File: src/rtl/core/ioreseq_pkg.sv
// Shared types and constants for the in-order resequencer.
// No dependencies; imported by the top level and the arithmetic unit.
package ioreseq_pkg;

  localparam int unsigned SEQ_W    = 16;
  localparam int unsigned PAY_W    = 32;
  localparam int unsigned STATUS_W = 2;
  // Stream data: sequence in the low 16 bits, payload above it.
  localparam int unsigned TDATA_W  = SEQ_W + PAY_W;

  typedef logic [SEQ_W-1:0] seq_t;

  typedef enum logic [STATUS_W-1:0] {
    ST_DELIVER = 2'd0,
    ST_STORED  = 2'd1,
    ST_DUP     = 2'd2,
    ST_DROP    = 2'd3
  } status_e;

  typedef enum logic {
    ALU_DIST = 1'b0,
    ALU_INC  = 1'b1
  } alu_op_e;

endpackage

File: src/rtl/core/in_order_resequencer.sv
// In-order resequencer: sequence-number reorder buffer, top level.
// A request is taken in IDLE and classified in EVAL, which registers a stored, duplicate or
// dropped result; an in-order item is delivered from ADV, and each further buffered item of the
// run is read in RD and then delivered from ADV. No new request is taken until the block is back
// in IDLE. Output back-pressure stalls EVAL and ADV; the shared unit and memory read set the pace.
// Reset: expected counter 0, all slots empty; the payload memory is not cleared.
module in_order_resequencer #(
  parameter int unsigned WINDOW       = 64,
  parameter int unsigned PAYLOAD_BITS = 32
) (
  input  logic                         clk_i,
  input  logic                         rst_ni,
  // Configuration: start sequence number, loaded into the expected counter.
  input  logic                         cfg_valid_i,
  output logic                         cfg_ready_o,
  input  ioreseq_pkg::seq_t            cfg_data_i,
  // Input stream; tdata from bit 0: sequence_req[15:0], payload[31:0].
  input  logic                         s_axis_tvalid_i,
  output logic                         s_axis_tready_o,
  input  logic [ioreseq_pkg::TDATA_W-1:0] s_axis_tdata_i,
  // Result stream; tdata from bit 0: out_sequence[15:0], out_payload[31:0].
  output logic                         m_axis_tvalid_o,
  input  logic                         m_axis_tready_i,
  output logic [ioreseq_pkg::TDATA_W-1:0] m_axis_tdata_o,
  // tuser: status[1:0].
  output logic [ioreseq_pkg::STATUS_W-1:0] m_axis_tuser_o,
  output logic                         m_axis_tlast_o
);
  import ioreseq_pkg::*;

  localparam int unsigned IW = (WINDOW > 1) ? $clog2(WINDOW) : 1;
  // Payload bits actually kept: the stream field carries at most PAY_W.
  localparam int unsigned SW = (PAYLOAD_BITS < PAY_W) ? PAYLOAD_BITS : PAY_W;

  // The sequencer walks each request through the shared arithmetic unit.
  // EVAL classifies the request, ADV delivers one item and advances the
  // expected counter, RD waits for the payload of the next buffered item.
  typedef enum logic [1:0] {
    S_IDLE,
    S_EVAL,
    S_ADV,
    S_RD
  } state_e;

  state_e             state_q, state_d;
  seq_t               exp_q, exp_d;
  logic [IW-1:0]      head_q, head_d;
  logic [WINDOW-1:0]  valid_q, valid_d;
  seq_t               seq_q, seq_d;
  logic [SW-1:0]      pay_q, pay_d;

  logic               out_valid_q, out_valid_d;
  status_e            out_status_q, out_status_d;
  seq_t               out_seq_q, out_seq_d;
  logic [SW-1:0]      out_pay_q, out_pay_d;
  logic               out_last_q, out_last_d;

  alu_op_e            alu_op;
  seq_t               alu_diff;
  logic               alu_in_win;
  logic [IW-1:0]      alu_idx;

  logic               mem_we;
  logic [SW-1:0]      mem_rdata;

  logic               out_free;
  logic               in_req;
  logic               cfg_req;

  assign out_free        = !out_valid_q || m_axis_tready_i;
  assign cfg_ready_o     = (state_q == S_IDLE);
  // A configuration write takes precedence over a new item.
  assign s_axis_tready_o = (state_q == S_IDLE) && !cfg_valid_i;
  assign cfg_req         = cfg_valid_i && cfg_ready_o;
  assign in_req          = s_axis_tvalid_i && s_axis_tready_o;

  // In EVAL the unit measures the distance from the expected number and
  // finds the slot; in ADV it increments the counter and steps the head.
  assign alu_op = (state_q == S_ADV) ? ALU_INC : ALU_DIST;

  ioreseq_alu #(
    .WINDOW (WINDOW),
    .IW     (IW)
  ) u_alu (
    .op_i     (alu_op),
    .a_i      ((state_q == S_ADV) ? exp_q : seq_q),
    .b_i      (exp_q),
    .base_i   (head_q),
    .diff_o   (alu_diff),
    .in_win_o (alu_in_win),
    .idx_o    (alu_idx)
  );

  // The store is written in EVAL and read at the next head slot in ADV.
  assign mem_we = (state_q == S_EVAL) && out_free && alu_in_win &&
                  (alu_diff != '0) && !valid_q[alu_idx];

  ioreseq_slot_mem #(
    .DEPTH (WINDOW),
    .WIDTH (SW),
    .AW    (IW)
  ) u_slot_mem (
    .clk_i   (clk_i),
    .we_i    (mem_we),
    .waddr_i (alu_idx),
    .wdata_i (pay_q),
    .raddr_i (alu_idx),
    .rdata_o (mem_rdata)
  );

  always_comb begin
    state_d      = state_q;
    exp_d        = exp_q;
    head_d       = head_q;
    valid_d      = valid_q;
    seq_d        = seq_q;
    pay_d        = pay_q;
    out_valid_d  = out_valid_q && !m_axis_tready_i;
    out_status_d = out_status_q;
    out_seq_d    = out_seq_q;
    out_pay_d    = out_pay_q;
    out_last_d   = out_last_q;

    case (state_q)
      S_IDLE: begin
        if (cfg_req) begin
          // The buffered items no longer relate to the new base.
          exp_d   = cfg_data_i;
          valid_d = '0;
        end else if (in_req) begin
          seq_d   = s_axis_tdata_i[SEQ_W-1:0];
          pay_d   = s_axis_tdata_i[SEQ_W +: SW];
          state_d = S_EVAL;
        end
      end
      S_EVAL: begin
        if (alu_diff == '0) begin
          // In-order item: it is delivered from ADV once its last flag is known.
          state_d = S_ADV;
        end else if (out_free) begin
          out_valid_d = 1'b1;
          out_seq_d   = seq_q;
          out_pay_d   = '0;
          out_last_d  = 1'b1;
          state_d     = S_IDLE;
          if (!alu_in_win) begin
            out_status_d = ST_DROP;
          end else if (valid_q[alu_idx]) begin
            out_status_d = ST_DUP;
          end else begin
            out_status_d     = ST_STORED;
            valid_d[alu_idx] = 1'b1;
          end
        end
      end
      S_ADV: begin
        if (out_free) begin
          // Deliver the item at the head; the run goes on while the next slot is full.
          out_valid_d  = 1'b1;
          out_status_d = ST_DELIVER;
          out_seq_d    = exp_q;
          out_pay_d    = pay_q;
          out_last_d   = !valid_q[alu_idx];
          exp_d        = alu_diff;
          head_d       = alu_idx;
          if (valid_q[alu_idx]) begin
            valid_d[alu_idx] = 1'b0;
            state_d          = S_RD;
          end else begin
            state_d = S_IDLE;
          end
        end
      end
      S_RD: begin
        pay_d   = mem_rdata;
        state_d = S_ADV;
      end
      default: begin
        state_d = S_IDLE;
      end
    endcase
  end

  always_ff @(posedge clk_i or negedge rst_ni) begin
    if (!rst_ni) begin
      state_q     <= S_IDLE;
      exp_q       <= '0;
      head_q      <= '0;
      valid_q     <= '0;
      out_valid_q <= 1'b0;
    end else begin
      state_q     <= state_d;
      exp_q       <= exp_d;
      head_q      <= head_d;
      valid_q     <= valid_d;
      out_valid_q <= out_valid_d;
    end
  end

  always_ff @(posedge clk_i) begin
    seq_q        <= seq_d;
    pay_q        <= pay_d;
    out_status_q <= out_status_d;
    out_seq_q    <= out_seq_d;
    out_pay_q    <= out_pay_d;
    out_last_q   <= out_last_d;
  end

  assign m_axis_tvalid_o = out_valid_q;
  assign m_axis_tdata_o  = {PAY_W'(out_pay_q), out_seq_q};
  assign m_axis_tuser_o  = out_status_q;
  assign m_axis_tlast_o  = out_last_q;

`ifndef SYNTHESIS
  // The head slot stands for the expected number and is never occupied.
  a_head_empty: assert property (@(posedge clk_i) disable iff (!rst_ni)
    state_q == S_IDLE |-> !valid_q[head_q])
    else $error("head slot occupied while idle");

  // Only a delivery run produces results that are not the last of a request.
  a_mid_run_delivers: assert property (@(posedge clk_i) disable iff (!rst_ni)
    m_axis_tvalid_o && !m_axis_tlast_o |-> m_axis_tuser_o == ST_DELIVER)
    else $error("non-final result with a status other than delivered");

  // A payload read is only issued by a delivery step.
  a_rd_after_adv: assert property (@(posedge clk_i) disable iff (!rst_ni)
    state_q == S_RD |-> $past(state_q) == S_ADV)
    else $error("payload read without a delivery step");

  // An accepted request is classified in the following cycle.
  a_accept_eval: assert property (@(posedge clk_i) disable iff (!rst_ni)
    s_axis_tvalid_i && s_axis_tready_o |=> state_q == S_EVAL)
    else $error("accepted request not evaluated");
`endif

endmodule

File: src/rtl/core/ioreseq_alu.sv
// Shared sequence arithmetic unit: one 16-bit adder and one slot index adder.
// Depends on ioreseq_pkg.
module ioreseq_alu #(
  parameter int unsigned WINDOW = 64,
  parameter int unsigned IW     = 6
) (
  input  ioreseq_pkg::alu_op_e op_i,
  input  ioreseq_pkg::seq_t    a_i,
  input  ioreseq_pkg::seq_t    b_i,
  input  logic [IW-1:0]        base_i,
  output ioreseq_pkg::seq_t    diff_o,
  output logic                 in_win_o,
  output logic [IW-1:0]        idx_o
);
  import ioreseq_pkg::*;

  seq_t          addend;
  seq_t          diff;
  logic [IW-1:0] off;
  logic [IW:0]   sum;

  // Distance mode gives a - b, increment mode gives a + 1.
  assign addend   = (op_i == ALU_DIST) ? ~b_i : '0;
  assign diff     = a_i + addend + seq_t'(1);
  assign diff_o   = diff;
  assign in_win_o = (diff < seq_t'(WINDOW));

  // Physical slot index: base plus offset, wrapped into the window.
  assign off   = (op_i == ALU_DIST) ? diff[IW-1:0] : IW'(1);
  assign sum   = {1'b0, base_i} + {1'b0, off};
  assign idx_o = (sum >= (IW+1)'(WINDOW)) ? IW'(sum - (IW+1)'(WINDOW)) : sum[IW-1:0];

endmodule

File: src/rtl/core/ioreseq_slot_mem.sv
// Payload store for buffered items: one write port, one registered read port.
// No dependencies.
module ioreseq_slot_mem #(
  parameter int unsigned DEPTH = 64,
  parameter int unsigned WIDTH = 32,
  parameter int unsigned AW    = 6
) (
  input  logic             clk_i,
  input  logic             we_i,
  input  logic [AW-1:0]    waddr_i,
  input  logic [WIDTH-1:0] wdata_i,
  input  logic [AW-1:0]    raddr_i,
  output logic [WIDTH-1:0] rdata_o
);

  logic [WIDTH-1:0] mem_q [DEPTH];
  logic [WIDTH-1:0] rdata_q;

  always_ff @(posedge clk_i) begin
    if (we_i) begin
      mem_q[waddr_i] <= wdata_i;
    end
    rdata_q <= mem_q[raddr_i];
  end

  assign rdata_o = rdata_q;

endmodule

File: config.mk
export PLATFORM = sky130hd
export DESIGN_NAME = in_order_resequencer
export DESIGN_NICKNAME = d
export VERILOG_FILES = /design/src/rtl/core/ioreseq_pkg.sv /design/src/rtl/core/in_order_resequencer.sv /design/src/rtl/core/ioreseq_alu.sv /design/src/rtl/core/ioreseq_slot_mem.sv
export SDC_FILE = /design/constraint.sdc
export NUM_CORES = 2
export LEC_CHECK = 0
export ABC_AREA = 1
export BUFFER_PORTS_ARGS = -buffer_cell sky130_fd_sc_hd__clkbuf_2
export CAP_MARGIN = 20
export CORE_MARGIN = 2
export CORE_UTILIZATION = 44
export DETAILED_ROUTE_END_ITERATION = 8
export PLACE_DENSITY = 0.68
export SETUP_SLACK_MARGIN = 0.2
export SYNTH_ARGS = -nofsm -noshare
export SYNTH_HDL_FRONTEND = slang
export SYNTH_SLANG_ARGS = --single-unit
File: constraint.sdc
create_clock -name clk_i -period 8.1 [get_ports clk_i]
set_clock_uncertainty 0.15 [all_clocks]
set_input_delay 0.81 -clock clk_i [delete_from_list [all_inputs] [get_ports clk_i]]
set_output_delay 0.81 -clock clk_i [all_outputs]
set_load 0.01 [all_outputs]
# After elaboration in Yosys (flattened, before gate mapping)
# Memory sizes are Yosys's and may differ from the RTL's. A register that Yosys moved wholly into a read port is not among the register bits.
# Cells that the tools add are included.
[word_totals]
in_bits = 69
n_memories = 1
elab_cells = 118
ff_bits = 188
mem_bits_ro = 0
ram_bits = 2048
latchBits = 0
out_inout_bits = 54
[classes]
add_sub_neg = 4
order_cmp = 4
reduce_logical = 28
bitwise_logic = 5
n_mux = 52
n_mul = 0
eq_ne = 13
n_div = 0
shifts = 0
[memory_table]
columns = ["memory", "depth", "width", "rd", "rd_clocked_by_memory_dff", "write_ports", "line_no", "rtl"]
rows = [
  ["u_slot_mem.mem_q", 64, 32, 1, 1, 1, "ioreseq_slot_mem.sv:16", "logic [WIDTH-1:0] mem_q [DEPTH];"],
]
[ops]
columns = ["cell", "n"]
rows = [
  ["$mux W64", 7],
  ["$pmux W64 S3", 1],
  ["$mux W32", 5],
  ["$pmux W32 S2", 2],
  ["$mux W16", 7],
  ["$and A64 B64 Y64", 1],
  ["$not A64 Y64", 1],
  ["$or A64 B64 Y64", 1],
  ["$pmux W16 S2", 2],
  ["$mux W2", 10],
  ["$add A16 B1 Y16 const B", 1],
  ["$add A16 B16 Y16", 1],
  ["$logic_not A16 Y1", 1],
  ["$lt A16 B7 Y1 const B", 1],
  ["$not A16 Y16", 1],
  ["$reduce_bool A16 Y1", 1],
  ["$mux W6", 2],
  ["$ne A2 B2 Y1 const B", 6],
  ["$mux W1", 10],
  ["$logic_and A1 B1 Y1", 9],
  ["$reduce_and A3 Y1", 3],
  ["$pmux W2 S4", 1],
  ["$reduce_and A4 Y1", 2],
  ["$reduce_and A8 Y1", 1],
  ["20 further kinds", 29],
]

# Longest topological paths before layout
[logic_depth]
depth_word = 19
ltp_mapped = 33
mapped_depth_nobuf = 30

# Modules after synthesis
# From an unflattened synthesis, not the netlist that was laid out.
[hier_totals]
cells_unflattened = 8215
area_unflattened_um2 = 93938.8
[by_module_without_submodules]
columns = ["module", "instances", "cells_each", "area_per_inst_um2", "seq_area_each_um2"]
rows = [
  ["ioreseq_slot_mem", 1, 6769, 82738.1, 62139.6],
  ["in_order_resequencer", 1, 1206, 9925.8, 5200.0],
  ["ioreseq_alu", 1, 240, 1275.0, 0.0],
]

# Least setup slack after synthesis
# No wires, ideal clock.
[synth_timing]
kind = "register to register"
startpoint = "register state_q[0]"
endpoint = "memory u_slot_mem.mem_q[56][0] (enable)"
path_slack_ns = 1.139
stages_incl_launch_ff = 21
required_time_ns = 7.489
path_buffers = 5
t_arrival_ns = 6.350
setup_ns = 0.461
cell_sequence = "dfrtp_1 -> inv_1 -> ha_1 -> clkbuf_1 -> clkbuf_1 -> nand2_1 -> o21ai_0 -> ha_1 -> inv_1 -> fa_1 -> inv_1 -> nor2_1 -> fa_1 -> inv_2 -> buf_1 -> nand3_2 -> inv_2 -> buf_2 -> buf_2 -> nand4_1 -> nor3_1"
[synth_between]
elab_chain_cells = 15
[synth_rtl]
columns = ["element", "line_no", "rtl"]
rows = [
  ["from (decl)", "in_order_resequencer.sv:45", "state_e state_q, state_d;"],
  ["from (signal assigned)", "in_order_resequencer.sv:192", "state_q <= state_d;"],
  ["$eq A2 B2 Y1 (*)", "in_order_resequencer.sv:79, in_order_resequencer.sv:86", ""],
  ["$mux W1", "in_order_resequencer.sv:79", "assign alu_op = (state_q == S_ADV) ? ALU_INC : ALU_DIST;"],
  ["$mux W16", "ioreseq_alu.sv:23", "assign addend = (op_i == ALU_DIST) ? ~b_i : '0;"],
  ["$add A16 B16 Y16", "ioreseq_alu.sv:24", "assign diff = a_i + addend + seq_t'(1);"],
  ["$add A16 B1 Y16", "ioreseq_alu.sv:24", ""],
  ["$mux W6 (*)", "ioreseq_alu.sv:29", "assign off = (op_i == ALU_DIST) ? diff[IW-1:0] : IW'(1);"],
  ["$add A6 B6 Y7 (*)", "ioreseq_alu.sv:30", "assign sum = {1'b0, base_i} + {1'b0, off};"],
  ["$sub A6 B1 Y6 / $ge A7 B7 Y1 (equally long branches)", "ioreseq_alu.sv:31", "assign idx_o = (sum >= (IW+1)'(WINDOW)) ? IW'(sum - (IW+1)'(WINDOW)) : sum[IW-1:0];"],
  ["$mux W6 (*)", "ioreseq_alu.sv:31", ""],
  ["via alu_idx[1]", "in_order_resequencer.sv:61", "logic [IW-1:0] alu_idx;"],
  ["$bmux W1 S6", "in_order_resequencer.sv:96", "(alu_diff != '0) && !valid_q[alu_idx];"],
  ["$mux W1 (implied by the code)", "in_order_resequencer.sv:96", ""],
  ["$logic_not A1 Y1", "in_order_resequencer.sv:96", ""],
  ["$logic_and A1 B1 Y1", "in_order_resequencer.sv:96", ""],
  ["$mux W1", "ioreseq_slot_mem.sv:20", "if (we_i) begin"],
  ["$mux W1 (implied by the code)", "ioreseq_slot_mem.sv:21", "mem_q[waddr_i] <= wdata_i;"],
  ["to (decl)", "ioreseq_slot_mem.sv:16", ""],
]
# The timed path passes the listed nets; every way through them passes the cells marked *. The select of a mux whose other input is x is not followed.

# Worst setup path after layout
[layout_timing]
startpoint = "register state_q[0]"
endpoint = "register u_slot_mem.rdata_q[12], in the netlist u_slot_mem.rdata_o[12] (read register of u_slot_mem.mem_q)"
[layout_between]
elab_chain_cells = 9
[layout_rtl]
columns = ["element", "line_no", "rtl"]
rows = [
  ["$eq A2 B2 Y1 (*)", "in_order_resequencer.sv:79, in_order_resequencer.sv:86", ""],
  ["$mux W1", "in_order_resequencer.sv:79", ""],
  ["$mux W16", "ioreseq_alu.sv:23", ""],
  ["$add A16 B16 Y16", "ioreseq_alu.sv:24", ""],
  ["$add A16 B1 Y16", "ioreseq_alu.sv:24", ""],
  ["$mux W6 (*)", "ioreseq_alu.sv:29", ""],
  ["$add A6 B6 Y7 (*)", "ioreseq_alu.sv:30", ""],
  ["$sub A6 B1 Y6 / $ge A7 B7 Y1 (equally long branches)", "ioreseq_alu.sv:31", ""],
  ["$mux W6 (*)", "ioreseq_alu.sv:31", ""],
  ["to (decl)", "ioreseq_slot_mem.sv:17", "logic [WIDTH-1:0] rdata_q;"],
]
# Every way passes the cells marked *; elsewhere a longest branch is shown, timed or not.
# A chain may end at the register's enable or synchronous reset.

==> run summary <==
The flow ran to the end, and the final reports show no timing, DRC or antenna violations. Of the total synthesized cell area, the portion taken by AND, OR, NAND and NOR gates is 0.108. The number of buffers created by CTS came out at 209. The buffers inserted during post-CTS setup optimization is 0. The clock tree buffer depth is 3. The count of buffers inserted at the top-level ports came out at 122. Once routing completed, OpenROAD measured the worst setup slack at 1120 ps. Summed over all instances, the cell type with the most area after synthesis is edfxtp_1. The clock net in this run drives a total of 2268 sinks. The effective utilization at floorplan came out at 0.444. The overall routed net length came out at 263000 um. edfxtp_1 is the most common cell in the netlist. The worst register-to-register path has a setup slack of 1120 ps. The DRC violation total after the first TritonRoute iteration came out at 8847.

The share of the cycle needed by the critical path after routing came out at 0.862. The number of global-route vias before repair came out at between 50000 and 60000. Compared with the post-synthesis result, the final layout area differs by 13.3%.

For this run the aggregate overflow at the end of global routing stands at 0. The clock network latency to the later pin of the worst-skew pair came out at 870 ps. The highest-delay cell along the critical path is nor3_1. Of the total synthesized cell area, the portion taken by XOR and XNOR cells is 0.000599. The height of the die came out at 450 um.

Measured along the x axis, the die boundary spans approximately 450 um. The full die area is approximately 200000 um2. The met2 usage is 0.391. The max-slew violation count is 0. The final layout contains 6563 nets.

The maximum clock rate came out at around 0.14 GHz. The cell occurring most often along the worst timing path is nand2_1. The sequential element share of the synthesized area is 0.768. The combinational family with the most area after synthesis is simple AND/OR/NAND/NOR gates.

The worst max-slew margin expressed relative to the limit is 0.160. In the synthesized netlist the dominant register cell turns out to be edfxtp_1. The kind of end point of the critical path is a register.

The required arrival time at the worst endpoint is 8640 ps. The wire length per cell after detailed routing came out at around 28 um. The final weighted congestion in routability-driven placement is 0.890.

The half-perimeter wire length after placement came out at 148000 um. The fraction of power spent switching nets is 0.408. The global routing stage identified its most utilized layer as met2. The launch point of the worst hold path is s_axis_tdata_i[37]. Counting flops and latches in the post-synthesis netlist gives 2268. The global-route met1 utilization came out at 0.344.

The first detailed-routing pass took 6 iterations. The final standard cell count with taps included and fillers excluded is 9300. The area share of fa/ha/maj cells after synthesis came out at 0.00388. The worst setup path category is register to register.

The worst register-to-register path begins at state_q[0]. The share of power burned in registers is 0.347. The delay contributed by the slowest stage of the critical path came out at 880 ps.

The initial antenna violation count came out at 6. The detailed router placed 56200 vias in this run. At the worst endpoint, the arrival time is 7520 ps.

The mux share of post-synthesis cell area came out at 0. The worst slack after detailed placement came out at between 900 and 1000 ps. In the final layout, the share of cells above drive strength 1 is 0.116. The wire length of the first global-routing pass is roughly 380000 um. The number of max-capacitance violations reported is 0.

The switching component of the power came out at 15800 uW. STA classifies the critical path startpoint as a register. The I/O pin count came out at 123.

Measured in cells, the most critical reg-to-reg path has a length of 25. The vias per cell is 6.04. TritonCTS built the clock tree.

The global-route track usage on met3 is 0.0554. In this run the number of H-tree levels came out at 4. The worst hold path endpoint is pay_q[21]. The area of the core region came out at just under 200000 um2.

The synthesized netlist occupies a cell area of 87700 um2. In the final timing run, aggregate negative setup slack is 0 ps. By area the synthesized netlist is led by edfxtp_1 (74%), nand2_1 (6.5%), a22oi_1 (5.7%), dfrtp_1 (2.5%), nand4_1 (2.0%). The net count after synthesis came out at between 6000 and 7000.

The fraction of the mapped netlist area in compound gates came out at 0.0869. The clock group share of total power is 0.256. Setup repair after global routing left no endpoint under its margin.

The post-synthesis async set-or-reset flop share is 0.0392. The count of endpoints failing hold in the final timing report is 0. The worst hold path belongs to the class primary input to register. The filler cell count in the final layout is 16200. After clock tree synthesis, the clock-pin slew on the worst setup and hold paths is 70 ps. The count of mapped cells out of synthesis came out at 6262. The slew at the pin closest to its max-slew limit is 1260 ps. The share of total power dissipated in combinational logic is 0.396. The highest ir drop seen on vdd came out at 0.418 mV. The buffer type at the clock tree root is clkbuf_16. The average cell area after synthesis came out at 14.0 um2. The commonest cells after synthesis are edfxtp_1 (2147), nand2_1 (1529), a22oi_1 (667). The largest net degree at the start of global routing came out at a little under 100. For this run, the number of Yosys warnings is 0. The setup-violating endpoint count in the final report came out at 0. Once detail routing completed, the nets flagged for antenna violations numbered 0. The total instance count after detailed placement is 8879. The power per standard cell area came out at ~390 nW/um2. The number of unique standard cell types used by synthesis is 47. The portion of synthesized cell area occupied by the leading cell type came out at 0.735.

The leakage power is 0.0343 uW. The internal power of the cells totals around 23000 uW. The detailed-route DRC error count came out at 0. The final critical-path required period came out at between 6000 and 7000 ps. In this run the critical register-to-register path is captured at u_slot_mem.rdata_o[12]. Counting flops with a built-in enable in the synthesized netlist gives 2147. The worst hold path stage count is 3.

The highest fanout seen on the critical path is 26. The global-route total usage across every layer came out at 0.254. The site row count came out at ~160.
-- timing repair --
action | in CTS | in global routing
hold endpoints to repair | 42 | 0
resized for setup | 0 | 0
hold buffers | 17 | 0
-- placed cells by master (no fill, tap or decap), types with 46 or more instances in the layout --
cell,count
a21oi_1,210
a22o_1,58
a22oi_1,667
buf_4,187
clkbuf_1,46
clkbuf_16,213
clkbuf_2,121
dfrtp_1,89
edfxtp_1,2147
inv_1,273
nand2_1,1526
nand3_1,106
nand4_1,277
nor2_1,171
nor3_2,64
o21ai_0,73
-- per-stage QoR --
step,area (um2),hold WS (ps),util,total power [uW]
floorplan,87700,292,-,22100
global placement,92300,303,0.467,28500
detailed placement,92300,308,0.467,28700
CTS,99400,15.5,0.503,38500
global route,99400,57.8,0.503,40000
finish,99400,57.5,0.503,38800
-- worst max path at each step --
stage                           from                       to  slack (ps)  cells past startpoint
after floorplan           state_q[0]  u_slot_mem.mem_q[56][0]        1140                     20
after global placement    state_q[0]   u_slot_mem.rdata_o[23]        1130                     20
after detailed placement  state_q[0]   u_slot_mem.rdata_o[23]         930                     20
after CTS                 state_q[0]   u_slot_mem.rdata_o[23]         920                     20
after global routing      state_q[0]   u_slot_mem.rdata_o[28]         780                     20
final                     state_q[0]   u_slot_mem.rdata_o[12]        1120                     25
-- worst max-delay path: cells and delay by family (launching register included) --
| family | cells | cell delay (ps) |
|---|---|---|
| flops | 1 | 440 |
| fa+ha+maj | 3 | 930 |
| compound gates | 2 | 610 |
| xor+xnor | 1 | 250 |
| simple gates | 13 | 2770 |
| buf+inv | 6 | 1610 |
-- kinds of logic (layout without fill, tap and decap cells) --
family | Yosys count | in the layout
flops | 2268 | 2268
simple gates | 2219 | 2219
compound gates | 1093 | 1093
buf+inv | 650 | 1042
fa+ha+maj | 26 | 26
xor+xnor | 6 | 6
other cells | 0 | 6
-- cell type report --
cell class,instances,area (um2),area share
Sequential cell,2268,67300,0.677
Multi-Input combinational cell,3344,17900,0.180
Clock buffer,276,5740,0.0577
Tap cell,2640,3300,0.0332
Timing Repair Buffer,355,2780,0.0279
Clock inverter,121,1170,0.0118
Inverter,290,1120,0.0113
Antenna cell,6,15.0,0.000151
-- power by group through the flow --
stage | Combinational, uW | Clock (uW) | Sequential, uW
2_1_floorplan | 8360 | 0 | 13800
3_3_place_gp | 14800 | 0 | 13700
3_5_place_dp | 15000 | 0 | 13700
4_1_cts | 15000 | 9990 | 13500
5_1_grt | 16100 | 10400 | 13500
6_report | 15400 | 9940 | 13500
-- metal layers --
metal  up-vias  routed length, um
li1      23800                  -
met1     28100              98300
met2      3685             121000
met3       542              30500
met4         2              13100
met5         -                 13
-- sequential cells by signal, summed over array words and instances (netlist names) --
name                flops
exp_q                  16
head_q                  6
m_axis_tlast_o          1
m_axis_tuser_o          2
m_axis_tvalid_o         1
out_pay_q              32
out_seq_q              16
pay_q                  32
seq_q                  16
state_q                 2
u_slot_mem.mem_q     2048
u_slot_mem.rdata_o     32
valid_q                64
No activity file was read; power rests on OpenSTA's default activity.
